## src/hw/rtl/fpwm_pkg.sv

```systemverilog
// Shared constants, types and reset values for the four-channel PWM block.
`timescale 1ns / 1ps
`default_nettype none

package fpwm_pkg;

    localparam int NUM_CH       = 4;
    localparam int NUM_REGS     = 2 * NUM_CH;
    localparam int CODE_W       = 10;
    localparam int MV_W         = 12;
    localparam int DUTY_W       = 5;
    localparam int PHASE_W      = 6;

    // PWM period in ticks; legal range 4 to 63 (the counters are PHASE_W bits)
    localparam int PERIOD_TICKS = 40;

    // ADC scaling: mv = floor(code * FULL_SCALE_MV / CODE_MAX)
    localparam int FULL_SCALE_MV = 3300;
    localparam int CODE_MAX      = 1023;
    // wide enough for code*3300 and (threshold+1)*1023
    localparam int PROD_W        = 23;

    // APB register window
    localparam int APB_DW    = 32;
    localparam int REG_IDX_W = $clog2(NUM_REGS);
    localparam int APB_AW    = REG_IDX_W + 2;

    // item command codes
    localparam logic CMD_TICK   = 1'b0;
    localparam logic CMD_SAMPLE = 1'b1;

    // duty selections
    localparam logic [DUTY_W-1:0] DUTY_RESET = 5'd20;
    localparam logic [DUTY_W-1:0] DUTY_SLOW  = 5'd2;
    localparam logic [DUTY_W-1:0] DUTY_FAST  = 5'd3;

    // register order: white_ch0, black_ch0, white_ch1, black_ch1, ...
    localparam logic [MV_W-1:0] THRESH_RESET [NUM_REGS] = '{
        12'd900, 12'd500, 12'd900, 12'd700, 12'd2100, 12'd1950, 12'd1100, 12'd500
    };

    typedef logic [NUM_CH-1:0][CODE_W-1:0] t_code_vec;
    typedef logic [NUM_CH-1:0][DUTY_W-1:0] t_duty_vec;

    typedef struct packed {
        logic [MV_W-1:0] white;
        logic [MV_W-1:0] black;
    } t_thresh;

    typedef t_thresh [NUM_CH-1:0] t_thresh_vec;

    typedef struct packed {
        logic tick;
        logic sample;
    } t_step_ctl;

endpackage

`default_nettype wire

```

## src/hw/rtl/fpwm_in_if.sv

```systemverilog
// Input channel: valid/ready handshake carrying one tick or sample item.
`timescale 1ns / 1ps
`default_nettype none

interface fpwm_in_if;
    logic                        valid;
    logic                        ready;
    logic                        cmd;
    logic [fpwm_pkg::CODE_W-1:0] code_ch0;
    logic [fpwm_pkg::CODE_W-1:0] code_ch1;
    logic [fpwm_pkg::CODE_W-1:0] code_ch2;
    logic [fpwm_pkg::CODE_W-1:0] code_ch3;

    modport source (output valid, cmd, code_ch0, code_ch1, code_ch2, code_ch3,
                    input ready);
    modport sink (input valid, cmd, code_ch0, code_ch1, code_ch2, code_ch3,
                  output ready);
endinterface

`default_nettype wire

```

## src/hw/rtl/fpwm_out_if.sv

```systemverilog
// Output channel: valid/ready handshake carrying one result item.
`timescale 1ns / 1ps
`default_nettype none

interface fpwm_out_if;
    logic                         valid;
    logic                         ready;
    logic [fpwm_pkg::NUM_CH-1:0]  motor_pins;
    logic [fpwm_pkg::DUTY_W-1:0]  chosen_duty_ch0;
    logic [fpwm_pkg::DUTY_W-1:0]  chosen_duty_ch1;
    logic [fpwm_pkg::DUTY_W-1:0]  chosen_duty_ch2;
    logic [fpwm_pkg::DUTY_W-1:0]  chosen_duty_ch3;
    logic [fpwm_pkg::PHASE_W-1:0] period_phase;

    modport source (output valid, motor_pins, chosen_duty_ch0, chosen_duty_ch1,
                    chosen_duty_ch2, chosen_duty_ch3, period_phase,
                    input ready);
    modport sink (input valid, motor_pins, chosen_duty_ch0, chosen_duty_ch1,
                  chosen_duty_ch2, chosen_duty_ch3, period_phase,
                  output ready);
endinterface

`default_nettype wire

```

## src/hw/rtl/four_channel_pwm_with_hysteresis_select.sv

```systemverilog
// Top level: four-channel PWM with hysteresis duty select, APB thresholds.
`timescale 1ns / 1ps
`default_nettype none

// Takes transactions on the input channel: cmd 0 is one PWM tick, cmd 1 a set
// of four 10-bit ADC codes. Each transaction yields exactly one result
// transaction (input register, then the state registers, which double as the
// result register), and a steady stream runs at one transaction per clock
// while results are taken. Input ready drops only while both stages
// are full and the result is not being taken. Samples compare floor(code*3300/
// 1023) mV against per-channel black/white thresholds to pick a duty; ticks
// run a PERIOD_TICKS-long period, latching the selected duties at its start.
// Thresholds are 12-bit registers at APB byte addresses 0x00 to 0x1C in the
// order white/black for channel 0, 1, 2, 3; write them only while idle.
module four_channel_pwm_with_hysteresis_select (
    input  wire logic                          i_clk,
    input  wire logic                          i_rst_n,
    fpwm_in_if.sink                            i_in,
    fpwm_out_if.source                         o_out,
    input  wire logic                          psel,
    input  wire logic                          penable,
    input  wire logic                          pwrite,
    input  wire logic [fpwm_pkg::APB_AW-1:0]   paddr,
    input  wire logic [fpwm_pkg::APB_DW-1:0]   pwdata,
    output logic      [fpwm_pkg::APB_DW-1:0]   prdata,
    output logic                               pready
);
    import fpwm_pkg::*;

    logic        r_in_valid;
    logic        r_in_cmd;
    t_code_vec   r_in_codes;
    logic        r_out_valid;

    logic        advance;
    logic        step;
    t_step_ctl   ctl;
    t_thresh_vec thresh;
    t_duty_vec   selected;
    logic [NUM_CH-1:0]  pins;
    logic [PHASE_W-1:0] phase;

    // the result stage frees up when empty or when its transaction is taken
    assign advance    = !r_out_valid || o_out.ready;
    assign step       = r_in_valid && advance;
    assign i_in.ready = !r_in_valid || advance;

    assign ctl.tick   = step && (r_in_cmd == CMD_TICK);
    assign ctl.sample = step && (r_in_cmd == CMD_SAMPLE);

    always_ff @(posedge i_clk) begin
        if (!i_rst_n) begin
            r_in_valid  <= 1'b0;
            r_out_valid <= 1'b0;
        end else begin
            if (i_in.ready) begin
                r_in_valid <= i_in.valid;
            end
            if (advance) begin
                r_out_valid <= r_in_valid;
            end
        end
    end

    always_ff @(posedge i_clk) begin
        if (i_in.valid && i_in.ready) begin
            r_in_cmd      <= i_in.cmd;
            r_in_codes[0] <= i_in.code_ch0;
            r_in_codes[1] <= i_in.code_ch1;
            r_in_codes[2] <= i_in.code_ch2;
            r_in_codes[3] <= i_in.code_ch3;
        end
    end

    fpwm_cfg u_cfg (
        .i_clk    (i_clk),
        .i_rst_n  (i_rst_n),
        .psel     (psel),
        .penable  (penable),
        .pwrite   (pwrite),
        .paddr    (paddr),
        .pwdata   (pwdata),
        .prdata   (prdata),
        .pready   (pready),
        .o_thresh (thresh)
    );

    fpwm_sel u_sel (
        .i_clk      (i_clk),
        .i_rst_n    (i_rst_n),
        .i_ctl      (ctl),
        .i_codes    (r_in_codes),
        .i_thresh   (thresh),
        .o_selected (selected)
    );

    fpwm_timer u_timer (
        .i_clk      (i_clk),
        .i_rst_n    (i_rst_n),
        .i_ctl      (ctl),
        .i_selected (selected),
        .o_pins     (pins),
        .o_phase    (phase)
    );

    // state only moves when the previous result has gone, so it is the result
    assign o_out.valid           = r_out_valid;
    assign o_out.motor_pins      = pins;
    assign o_out.chosen_duty_ch0 = selected[0];
    assign o_out.chosen_duty_ch1 = selected[1];
    assign o_out.chosen_duty_ch2 = selected[2];
    assign o_out.chosen_duty_ch3 = selected[3];
    assign o_out.period_phase    = phase;

endmodule

`default_nettype wire

```

## src/hw/rtl/fpwm_cfg.sv

```systemverilog
// APB threshold register file for the four hysteresis channels.
`timescale 1ns / 1ps
`default_nettype none

module fpwm_cfg (
    input  wire logic                          i_clk,
    input  wire logic                          i_rst_n,
    input  wire logic                          psel,
    input  wire logic                          penable,
    input  wire logic                          pwrite,
    input  wire logic [fpwm_pkg::APB_AW-1:0]   paddr,
    input  wire logic [fpwm_pkg::APB_DW-1:0]   pwdata,
    output logic      [fpwm_pkg::APB_DW-1:0]   prdata,
    output logic                               pready,
    output fpwm_pkg::t_thresh_vec              o_thresh
);
    import fpwm_pkg::*;

    logic [MV_W-1:0]      r_regs [NUM_REGS];
    logic [REG_IDX_W-1:0] reg_idx;
    logic                 wr_en;

    assign reg_idx = paddr[APB_AW-1:2];
    assign wr_en   = psel && penable && pwrite;
    assign pready  = 1'b1;
    assign prdata  = APB_DW'(r_regs[reg_idx]);

    always_ff @(posedge i_clk) begin
        if (!i_rst_n) begin
            for (int i = 0; i < NUM_REGS; i++) begin
                r_regs[i] <= THRESH_RESET[i];
            end
        end else if (wr_en) begin
            r_regs[reg_idx] <= pwdata[MV_W-1:0];
        end
    end

    for (genvar ch = 0; ch < NUM_CH; ch++) begin : g_ch
        assign o_thresh[ch].white = r_regs[2*ch];
        assign o_thresh[ch].black = r_regs[2*ch+1];
    end

endmodule

`default_nettype wire

```

## src/hw/rtl/fpwm_sel.sv

```systemverilog
// Hysteresis duty selection: ADC code scaling and threshold compare per channel.
`timescale 1ns / 1ps
`default_nettype none

module fpwm_sel (
    input  wire logic                  i_clk,
    input  wire logic                  i_rst_n,
    input  fpwm_pkg::t_step_ctl        i_ctl,
    input  fpwm_pkg::t_code_vec        i_codes,
    input  fpwm_pkg::t_thresh_vec      i_thresh,
    output fpwm_pkg::t_duty_vec        o_selected
);
    import fpwm_pkg::*;

    t_duty_vec r_sel;
    t_duty_vec n_sel;

    // floor(p/1023) < black  <=>  p < black*1023
    // floor(p/1023) > white  <=>  p >= (white+1)*1023
    for (genvar ch = 0; ch < NUM_CH; ch++) begin : g_ch
        localparam logic [DUTY_W-1:0] BLACK_DUTY = (ch % 2 == 0) ? DUTY_SLOW : DUTY_FAST;
        localparam logic [DUTY_W-1:0] WHITE_DUTY = (ch % 2 == 0) ? DUTY_FAST : DUTY_SLOW;

        logic [PROD_W-1:0] prod;
        logic [PROD_W-1:0] black_lim;
        logic [PROD_W-1:0] white_lim;
        logic              below;
        logic              above;

        assign prod      = PROD_W'(i_codes[ch]) * PROD_W'(FULL_SCALE_MV);
        assign black_lim = PROD_W'(i_thresh[ch].black) * PROD_W'(CODE_MAX);
        assign white_lim = (PROD_W'(i_thresh[ch].white) + PROD_W'(1)) * PROD_W'(CODE_MAX);
        assign below     = prod < black_lim;
        assign above     = prod >= white_lim;

        // white test wins when both hold
        always_comb begin
            n_sel[ch] = r_sel[ch];
            if (above) begin
                n_sel[ch] = WHITE_DUTY;
            end else if (below) begin
                n_sel[ch] = BLACK_DUTY;
            end
        end
    end

    always_ff @(posedge i_clk) begin
        if (!i_rst_n) begin
            for (int i = 0; i < NUM_CH; i++) begin
                r_sel[i] <= DUTY_RESET;
            end
        end else if (i_ctl.sample) begin
            r_sel <= n_sel;
        end
    end

    assign o_selected = r_sel;

endmodule

`default_nettype wire

```

## src/hw/rtl/fpwm_timer.sv

```systemverilog
// PWM period and duty counters, duty latch and pin drive.
`timescale 1ns / 1ps
`default_nettype none

module fpwm_timer (
    input  wire logic                          i_clk,
    input  wire logic                          i_rst_n,
    input  fpwm_pkg::t_step_ctl                i_ctl,
    input  fpwm_pkg::t_duty_vec                i_selected,
    output logic      [fpwm_pkg::NUM_CH-1:0]   o_pins,
    output logic      [fpwm_pkg::PHASE_W-1:0]  o_phase
);
    import fpwm_pkg::*;

    logic [PHASE_W-1:0] r_period;
    logic [PHASE_W-1:0] r_duty;
    t_duty_vec          r_latched;
    logic [NUM_CH-1:0]  r_pins;

    logic [PHASE_W-1:0] n_period;
    logic [PHASE_W-1:0] n_duty;
    t_duty_vec          n_latched;
    logic [NUM_CH-1:0]  n_pins;

    logic               period_start;
    logic [PHASE_W-1:0] duty_now;
    logic [PHASE_W-1:0] period_inc;

    assign period_start = (r_period == '0);
    assign duty_now     = period_start ? '0 : r_duty;
    assign period_inc   = r_period + PHASE_W'(1);

    always_comb begin
        n_latched = period_start ? i_selected : r_latched;
        n_pins    = period_start ? '1 : r_pins;
        // a zero duty rises and drops on the same tick
        for (int ch = 0; ch < NUM_CH; ch++) begin
            if (duty_now == PHASE_W'(n_latched[ch])) begin
                n_pins[ch] = 1'b0;
            end
        end
        n_duty   = duty_now + PHASE_W'(1);
        n_period = (period_inc >= PHASE_W'(PERIOD_TICKS)) ? '0 : period_inc;
    end

    always_ff @(posedge i_clk) begin
        if (!i_rst_n) begin
            r_period  <= '0;
            r_duty    <= '0;
            r_latched <= '0;
            r_pins    <= '0;
        end else if (i_ctl.tick) begin
            r_period  <= n_period;
            r_duty    <= n_duty;
            r_latched <= n_latched;
            r_pins    <= n_pins;
        end
    end

    assign o_pins  = r_pins;
    assign o_phase = r_period;

`ifndef NO_ASSERTIONS
    a_period_range : assert property (@(posedge i_clk) disable iff (!i_rst_n)
        r_period < PHASE_W'(PERIOD_TICKS))
        else $error("period counter out of range");

    a_sample_holds : assert property (@(posedge i_clk) disable iff (!i_rst_n)
        i_rst_n && i_ctl.sample && !i_ctl.tick |=> $stable(r_period) && $stable(r_pins))
        else $error("sample transaction moved the PWM timing");

    a_start_duty : assert property (@(posedge i_clk) disable iff (!i_rst_n)
        i_rst_n && i_ctl.tick && (r_period == '0) |=> r_duty == PHASE_W'(1))
        else $error("duty count not restarted at period start");

    a_pins_fall_only : assert property (@(posedge i_clk) disable iff (!i_rst_n)
        i_rst_n && i_ctl.tick && (r_period != '0) |=> (r_pins & ~$past(r_pins)) == '0)
        else $error("pin rose in mid-period");
`endif

endmodule

`default_nettype wire
```

## src/flat_wrapper.sv

```systemverilog
// flat-port wrapper written by rule: the top's interface ports become plain ports
module four_channel_pwm_with_hysteresis_select_flat import fpwm_pkg::*;
  (i_clk, i_rst_n, psel, penable, pwrite, paddr, pwdata, prdata, pready, i_in_valid, i_in_cmd, i_in_code_ch0, i_in_code_ch1, i_in_code_ch2, i_in_code_ch3, i_in_ready, o_out_valid, o_out_motor_pins, o_out_chosen_duty_ch0, o_out_chosen_duty_ch1, o_out_chosen_duty_ch2, o_out_chosen_duty_ch3, o_out_period_phase, o_out_ready);
  fpwm_in_if i_in_i ();
  fpwm_out_if o_out_i ();
  input  wire logic i_clk;
  input  wire logic i_rst_n;
  input  wire logic psel;
  input  wire logic penable;
  input  wire logic pwrite;
  input  wire logic [fpwm_pkg::APB_AW-1:0] paddr;
  input  wire logic [fpwm_pkg::APB_DW-1:0] pwdata;
  output logic      [fpwm_pkg::APB_DW-1:0] prdata;
  output logic pready;
  input wire logic [$bits(i_in_i.valid)-1:0] i_in_valid;
  input wire logic [$bits(i_in_i.cmd)-1:0] i_in_cmd;
  input wire logic [$bits(i_in_i.code_ch0)-1:0] i_in_code_ch0;
  input wire logic [$bits(i_in_i.code_ch1)-1:0] i_in_code_ch1;
  input wire logic [$bits(i_in_i.code_ch2)-1:0] i_in_code_ch2;
  input wire logic [$bits(i_in_i.code_ch3)-1:0] i_in_code_ch3;
  output wire logic [$bits(i_in_i.ready)-1:0] i_in_ready;
  output wire logic [$bits(o_out_i.valid)-1:0] o_out_valid;
  output wire logic [$bits(o_out_i.motor_pins)-1:0] o_out_motor_pins;
  output wire logic [$bits(o_out_i.chosen_duty_ch0)-1:0] o_out_chosen_duty_ch0;
  output wire logic [$bits(o_out_i.chosen_duty_ch1)-1:0] o_out_chosen_duty_ch1;
  output wire logic [$bits(o_out_i.chosen_duty_ch2)-1:0] o_out_chosen_duty_ch2;
  output wire logic [$bits(o_out_i.chosen_duty_ch3)-1:0] o_out_chosen_duty_ch3;
  output wire logic [$bits(o_out_i.period_phase)-1:0] o_out_period_phase;
  input wire logic [$bits(o_out_i.ready)-1:0] o_out_ready;
  assign i_in_i.valid = i_in_valid;
  assign i_in_i.cmd = i_in_cmd;
  assign i_in_i.code_ch0 = i_in_code_ch0;
  assign i_in_i.code_ch1 = i_in_code_ch1;
  assign i_in_i.code_ch2 = i_in_code_ch2;
  assign i_in_i.code_ch3 = i_in_code_ch3;
  assign i_in_ready = i_in_i.ready;
  assign o_out_valid = o_out_i.valid;
  assign o_out_motor_pins = o_out_i.motor_pins;
  assign o_out_chosen_duty_ch0 = o_out_i.chosen_duty_ch0;
  assign o_out_chosen_duty_ch1 = o_out_i.chosen_duty_ch1;
  assign o_out_chosen_duty_ch2 = o_out_i.chosen_duty_ch2;
  assign o_out_chosen_duty_ch3 = o_out_i.chosen_duty_ch3;
  assign o_out_period_phase = o_out_i.period_phase;
  assign o_out_i.ready = o_out_ready;
  four_channel_pwm_with_hysteresis_select u_core (.i_clk(i_clk), .i_rst_n(i_rst_n), .i_in(i_in_i), .o_out(o_out_i), .psel(psel), .penable(penable), .pwrite(pwrite), .paddr(paddr), .pwdata(pwdata), .prdata(prdata), .pready(pready));
endmodule
```

## config.mk

```make
export PLATFORM = sky130hd
export DESIGN_NAME = four_channel_pwm_with_hysteresis_select_flat
export DESIGN_NICKNAME = d
export VERILOG_FILES = /design/src/hw/rtl/fpwm_pkg.sv /design/src/hw/rtl/fpwm_in_if.sv /design/src/hw/rtl/fpwm_out_if.sv /design/src/hw/rtl/four_channel_pwm_with_hysteresis_select.sv /design/src/hw/rtl/fpwm_cfg.sv /design/src/hw/rtl/fpwm_sel.sv /design/src/hw/rtl/fpwm_timer.sv /design/src/flat_wrapper.sv
export SDC_FILE = /design/constraint.sdc
export NUM_CORES = 2
export LEC_CHECK = 0
export ABC_AREA = 1
export BUFFER_PORTS_ARGS = -buffer_cell sky130_fd_sc_hd__buf_2
export CAP_MARGIN = 20
export CORE_MARGIN = 2
export CORE_UTILIZATION = 65
export CTS_CLUSTER_SIZE = 12
export DETAILED_ROUTE_END_ITERATION = 8
export GPL_TIMING_DRIVEN = 0
export PLACE_DENSITY = 0.83
export SETUP_SLACK_MARGIN = 0.15
export SLEW_MARGIN = 20
export SYNTH_ARGS = -nofsm -noshare
export SYNTH_HDL_FRONTEND = slang
export SYNTH_SLANG_ARGS = --single-unit
```

## constraint.sdc

```tcl
create_clock -name i_clk -period 15.3 [get_ports i_clk]
set_input_delay 3.825 -clock i_clk [delete_from_list [all_inputs] [get_ports i_clk]]
set_output_delay 3.825 -clock i_clk [all_outputs]
set_load 0.01 [all_outputs]
```

Word level (Yosys, flattened, before mapping)
Memories as Yosys holds them, arrays and structs flattened.
Cells that the tools add are included.
- add/subtract/negate cells: 6
- reductions and logical operators: 28
- bitwise gates (word level): 1
- eq/ne operators: 4
- $lt $le $gt $ge: 9
- multipliers: 12
- multiplexer cells: 23
- operators with widths (kind ; number):
    22-bit by 23-bit greater-or-equal comparator with 1-bit output ; 4
    13-bit by 10-bit multiplier with 23-bit output (second input constant) ; 4
    22-bit < comparator ; 4
    12-bit by 10-bit multiplier with 22-bit output (second input constant) ; 4
    10-bit by 10-bit multiplier with 20-bit output (second input constant) ; 4
    12-bit by 1-bit adder with 13-bit output (second input constant) ; 4
    5-bit two-way mux ; 8
    6-bit by 5-bit == test with 1-bit output ; 4
    20-bit two-way mux ; 1
    2-bit AND reduction ; 8
    2-bit nonzero test ; 8
    6-bit by 1-bit adder with 6-bit output (second input constant) ; 2
    12-bit two-way mux ; 1
    6-bit two-way mux ; 2
    12-bit OR reduction ; 1
    1-bit two-way mux ; 9
    6-bit greater-or-equal comparator (second input constant) ; 1
    1-bit logical AND ; 6
    6-bit zero test ; 1
    4-bit two-way mux ; 1
    3-bit two-way mux ; 1
    1-bit zero test ; 2
    1-bit logical OR ; 2
    1-bit NOT ; 1
- input bits: 85
- word-level logic and storage cells: 105
- memories: 1
- output and inout bits: 65
- RAM bits: 96
- bits in registers: 99
- memories (memory ; depth ; bits a word ; rd ports ; clocked after Yosys merged registers in ; write ports ; line ; RTL):
    u_core.u_cfg.r_regs ; 8 ; 12 ; 9 ; 0 ; 8 ; fpwm_cfg.sv:19 ; logic [MV_W-1:0] r_regs [NUM_REGS];

Depth between registers and ports, before layout
- depth in word-level cells: 7
- gate-level depth with buffers: 46
- mapped depth without buffers: 46

By module
From an unflattened synthesis, not the netlist that was laid out.
- cell total of the unflattened synthesis: 5270
- area, all modules: 44697.9 µm²
- by module, submodules not included (module ; seq. area each (µm²) ; instances ; area each (µm²) ; cells each):
    fpwm_sel ; 240.2 ; 1 ; 36570.1 ; 4387
    fpwm_cfg ; 2882.8 ; 1 ; 4773.3 ; 527
    fpwm_timer ; 720.7 ; 1 ; 2018.2 ; 299
    four_channel_pwm_with_hysteresis_select ; 1271.2 ; 1 ; 1336.3 ; 57

Worst setup path before layout
OpenSTA, ideal clock, no wires.
- path type: input to output
- from: input paddr[4] (netlist bit)
- to: output prdata[8] (netlist bit)
- path buffers: 1
- required time: 11475 ps
- data arrival time: 4704 ps
- slack: 6771 ps
- stages on the path: 5
- cell sequence: inv_2 -> nor3_1 -> clkbuf_1 -> a22oi_1 -> o2111ai_1
- longest elaborated chain between the ends: 1
- ends and longest elaborated chain (what ; line ; RTL):
    start, declared ; flat_wrapper.sv:11 ; input wire logic [fpwm_pkg::APB_AW-1:0] paddr;
    memory read 8 x 12 bit ; -- ;
    end, declared ; flat_wrapper.sv:13 ; output logic [fpwm_pkg::APB_DW-1:0] prdata;
Every way passes these cells.

Worst setup path after layout
- from: input paddr[3] (netlist bit)
- to: output prdata[9] (netlist bit)
The elaborated chain is that of the path after synthesis.

==> impl_metrics.tcl <==
set metrics [dict create \
    ys_seq_area_share_pct 11.8 \
    hpwl_mm 90.0 \
    chipWidth_um 262 \
    antenna_found_initial 5 \
    grt_pass1_vias 35200 \
    drcViolationCount 0 \
    synth_top_area_share_pct 26.3 \
    fin_crit_sh_pct 62.7 \
    period_minus_slack_ns 9.59 \
    io_pins 150 \
    setup-tns-final_ns 0 \
    h-tree-depth 4 \
    gp_congestion 0.954 \
    max_freq_mhz 104 \
    rows 94 \
    fin_util_pct 69.3 \
    start_kind "input pin" \
    criticalPathCategory "in -> out" \
    synth-edff-count 137 \
    start_util_pct 65.8 \
    synth-async-reset-ratio_pct 0 \
    drt-pass1-iter-count 7 \
    dieHeight_um 262 \
    fill_cells 5136 \
    initialDrtViolationCount 2329 \
    ant_nets 0 \
    area_delta_synth_final_pct 5.36 \
    slew_headroom_pct 35.4 \
    ctsLongestPathBuffers 2 \
    dieArea_mm2 0.0687 \
    yosys_most_used_dff "edfxtp_1" \
    grt_max_degree 23 \
    ys_ff_latch 187 \
    drv_slew 0 \
    via_count 33900 \
    core_mm2 0.0659 \
    hold_depth 2 \
    grt_pass1_wl_mm 172 \
    overflow 0 \
    r2r_slack_ns 7.15 \
    cts.repair.resized 0 \
    crit_path_max_fanout 10 \
    worst_setup_path_end_kind "primary output" \
    clk_latency_ns 0.51 \
    clock_skew_ns 0.0159 \
    ys_warn_count 0 \
    grtUsageTotal_pct 31.5 \
    status "complete, no violations" \
    rsz0062_at_grt "no" \
    syn_inst 4980 \
    wl_per_cell_um 17.2 \
    numPortBuffers 101 \
    path_clk_slew_ns 0.08 \
    cts_buffers 17 \
    synth_largest_area_cell "ha_1" \
    cp.arrival_ns 5.77 \
    synthTopCellsByCount "inv_1, ha_1, nand2_1, fa_1, a21oi_1" \
    synth_cell_types 61 \
    r2r_cells 37 \
    syn_area_mm2 0.0433 \
    cp.required_ns 11.48 \
    syn_area_per_cell_um2 8.70 \
    vias_per_cell 5.65 \
    cts_tree "done" \
    drv_cap 0 \
    worst_pin_slew_ns 0.968 \
    setup_violations 0 \
    drive_above_1_share_pct 4.63 \
    yosysMostFrequentCell "inv_1" \
    netlist_top_cells_area "ha_1, fa_1, inv_1" \
    ctsHoldBuffers 0 \
    hold_viol 0 \
    fin_nets 6629 \
    postRouteWirelength_mm 103 \
    cts_sinks 187 \
    postCtsSetupRepairBufs 0 \
    cts-root-buf "clkbuf_16" \
    min_path_type "reg -> reg" \
]
[cell type report]
type	instances	area [um2]	share of cell area, %
Clock buffer	17	425	0.932
Antenna cell	2	5.00	0.0110
Tap cell	864	1080	2.37
Buffer	47	298	0.653
Multi-Input combinational cell	3652	33800	74.1
Timing Repair Buffer	103	533	1.17
Inverter	1117	4200	9.20
Clock inverter	15	185	0.406
Sequential cell	187	5110	11.2
[cells by family after synthesis]
group	count (synthesis)	share of synthesized area, %
buffers and inverters	1164	10.4
other	2	0.0173
adders and majority gates	1419	49.8
DFF	187	11.8
xor gates and xnor gates	350	7.21
AOI/OAI and AO/OA	690	9.33
and+or+nand+nor	1168	11.4
[sequential cells by signal, indices dropped and copies added (netlist names)]
| signal | count |
|---|---|
| u_core.u_timer.o_pins | 4 |
| u_core.u_timer.r_latched | 20 |
| u_core.u_sel.o_selected | 12 |
| u_core.r_in_valid | 1 |
| u_core.u_timer.o_phase | 6 |
| u_core.u_timer.r_duty | 6 |
| u_core.o_out.valid | 1 |
| u_core.r_in_cmd | 1 |
| u_core.u_cfg.r_regs | 96 |
| u_core.r_in_codes | 40 |
[layout by cell type (no fill, tap or decap), types with 46 or more instances in the layout]
cell type	n
o21ai_0	147
xor2_1	191
nor2_1	262
fa_1	509
nand2_1	647
nand3_1	115
buf_2	105
xnor2_1	153
nor3_1	46
ha_1	910
edfxtp_1	137
dfxtp_1	50
inv_1	1096
a21oi_1	320
[path summary, 6_finish.rpt]
check / from / to
max: paddr[3] / prdata[9]
min: u_core.u_timer.o_pins[2] / u_core.u_timer.o_pins[2]
max reg2reg: u_core.u_cfg.r_regs[0][0] / u_core.u_sel.o_selected[1]
min reg2reg: u_core.u_timer.o_pins[2] / u_core.u_timer.o_pins[2]
[metal layers]
layer | vias to the layer above | GRT usage [%] | part of all wire, %
met1 | 16300 | 40.8 | 42
li1 | 16300 | - | -
met2 | 1069 | 53.4 | 48
met3 | 243 | 4.86 | 6.9
met5 | - | 0 | 0.035
met4 | 6 | 11.8 | 3.8
[worst max-delay path: stages]
cell and delay, ns:
buf_2 0.20, inv_2 0.09, nor3_1 0.42, clkbuf_1 0.48
a22oi_1 0.23, o2111ai_1 0.29, buf_2 0.22
[per-stage QoR]
step                instances  hold slack (ns)  instance area, um2  setup WS [ns]
global placement         5968            0.454               45000           5.80
finish                   6004            0.470               45600           5.71
CTS                      6002            0.468               45600           5.82
global route             6002            0.481               45600           5.64
detailed placement       5970            0.452               45000           5.83
floorplan                5003            0.440               43400           6.77
Power is left out: the tool's default activity adds up to more than one toggle a clock period on the data nets, which glitch-free logic cannot reach.
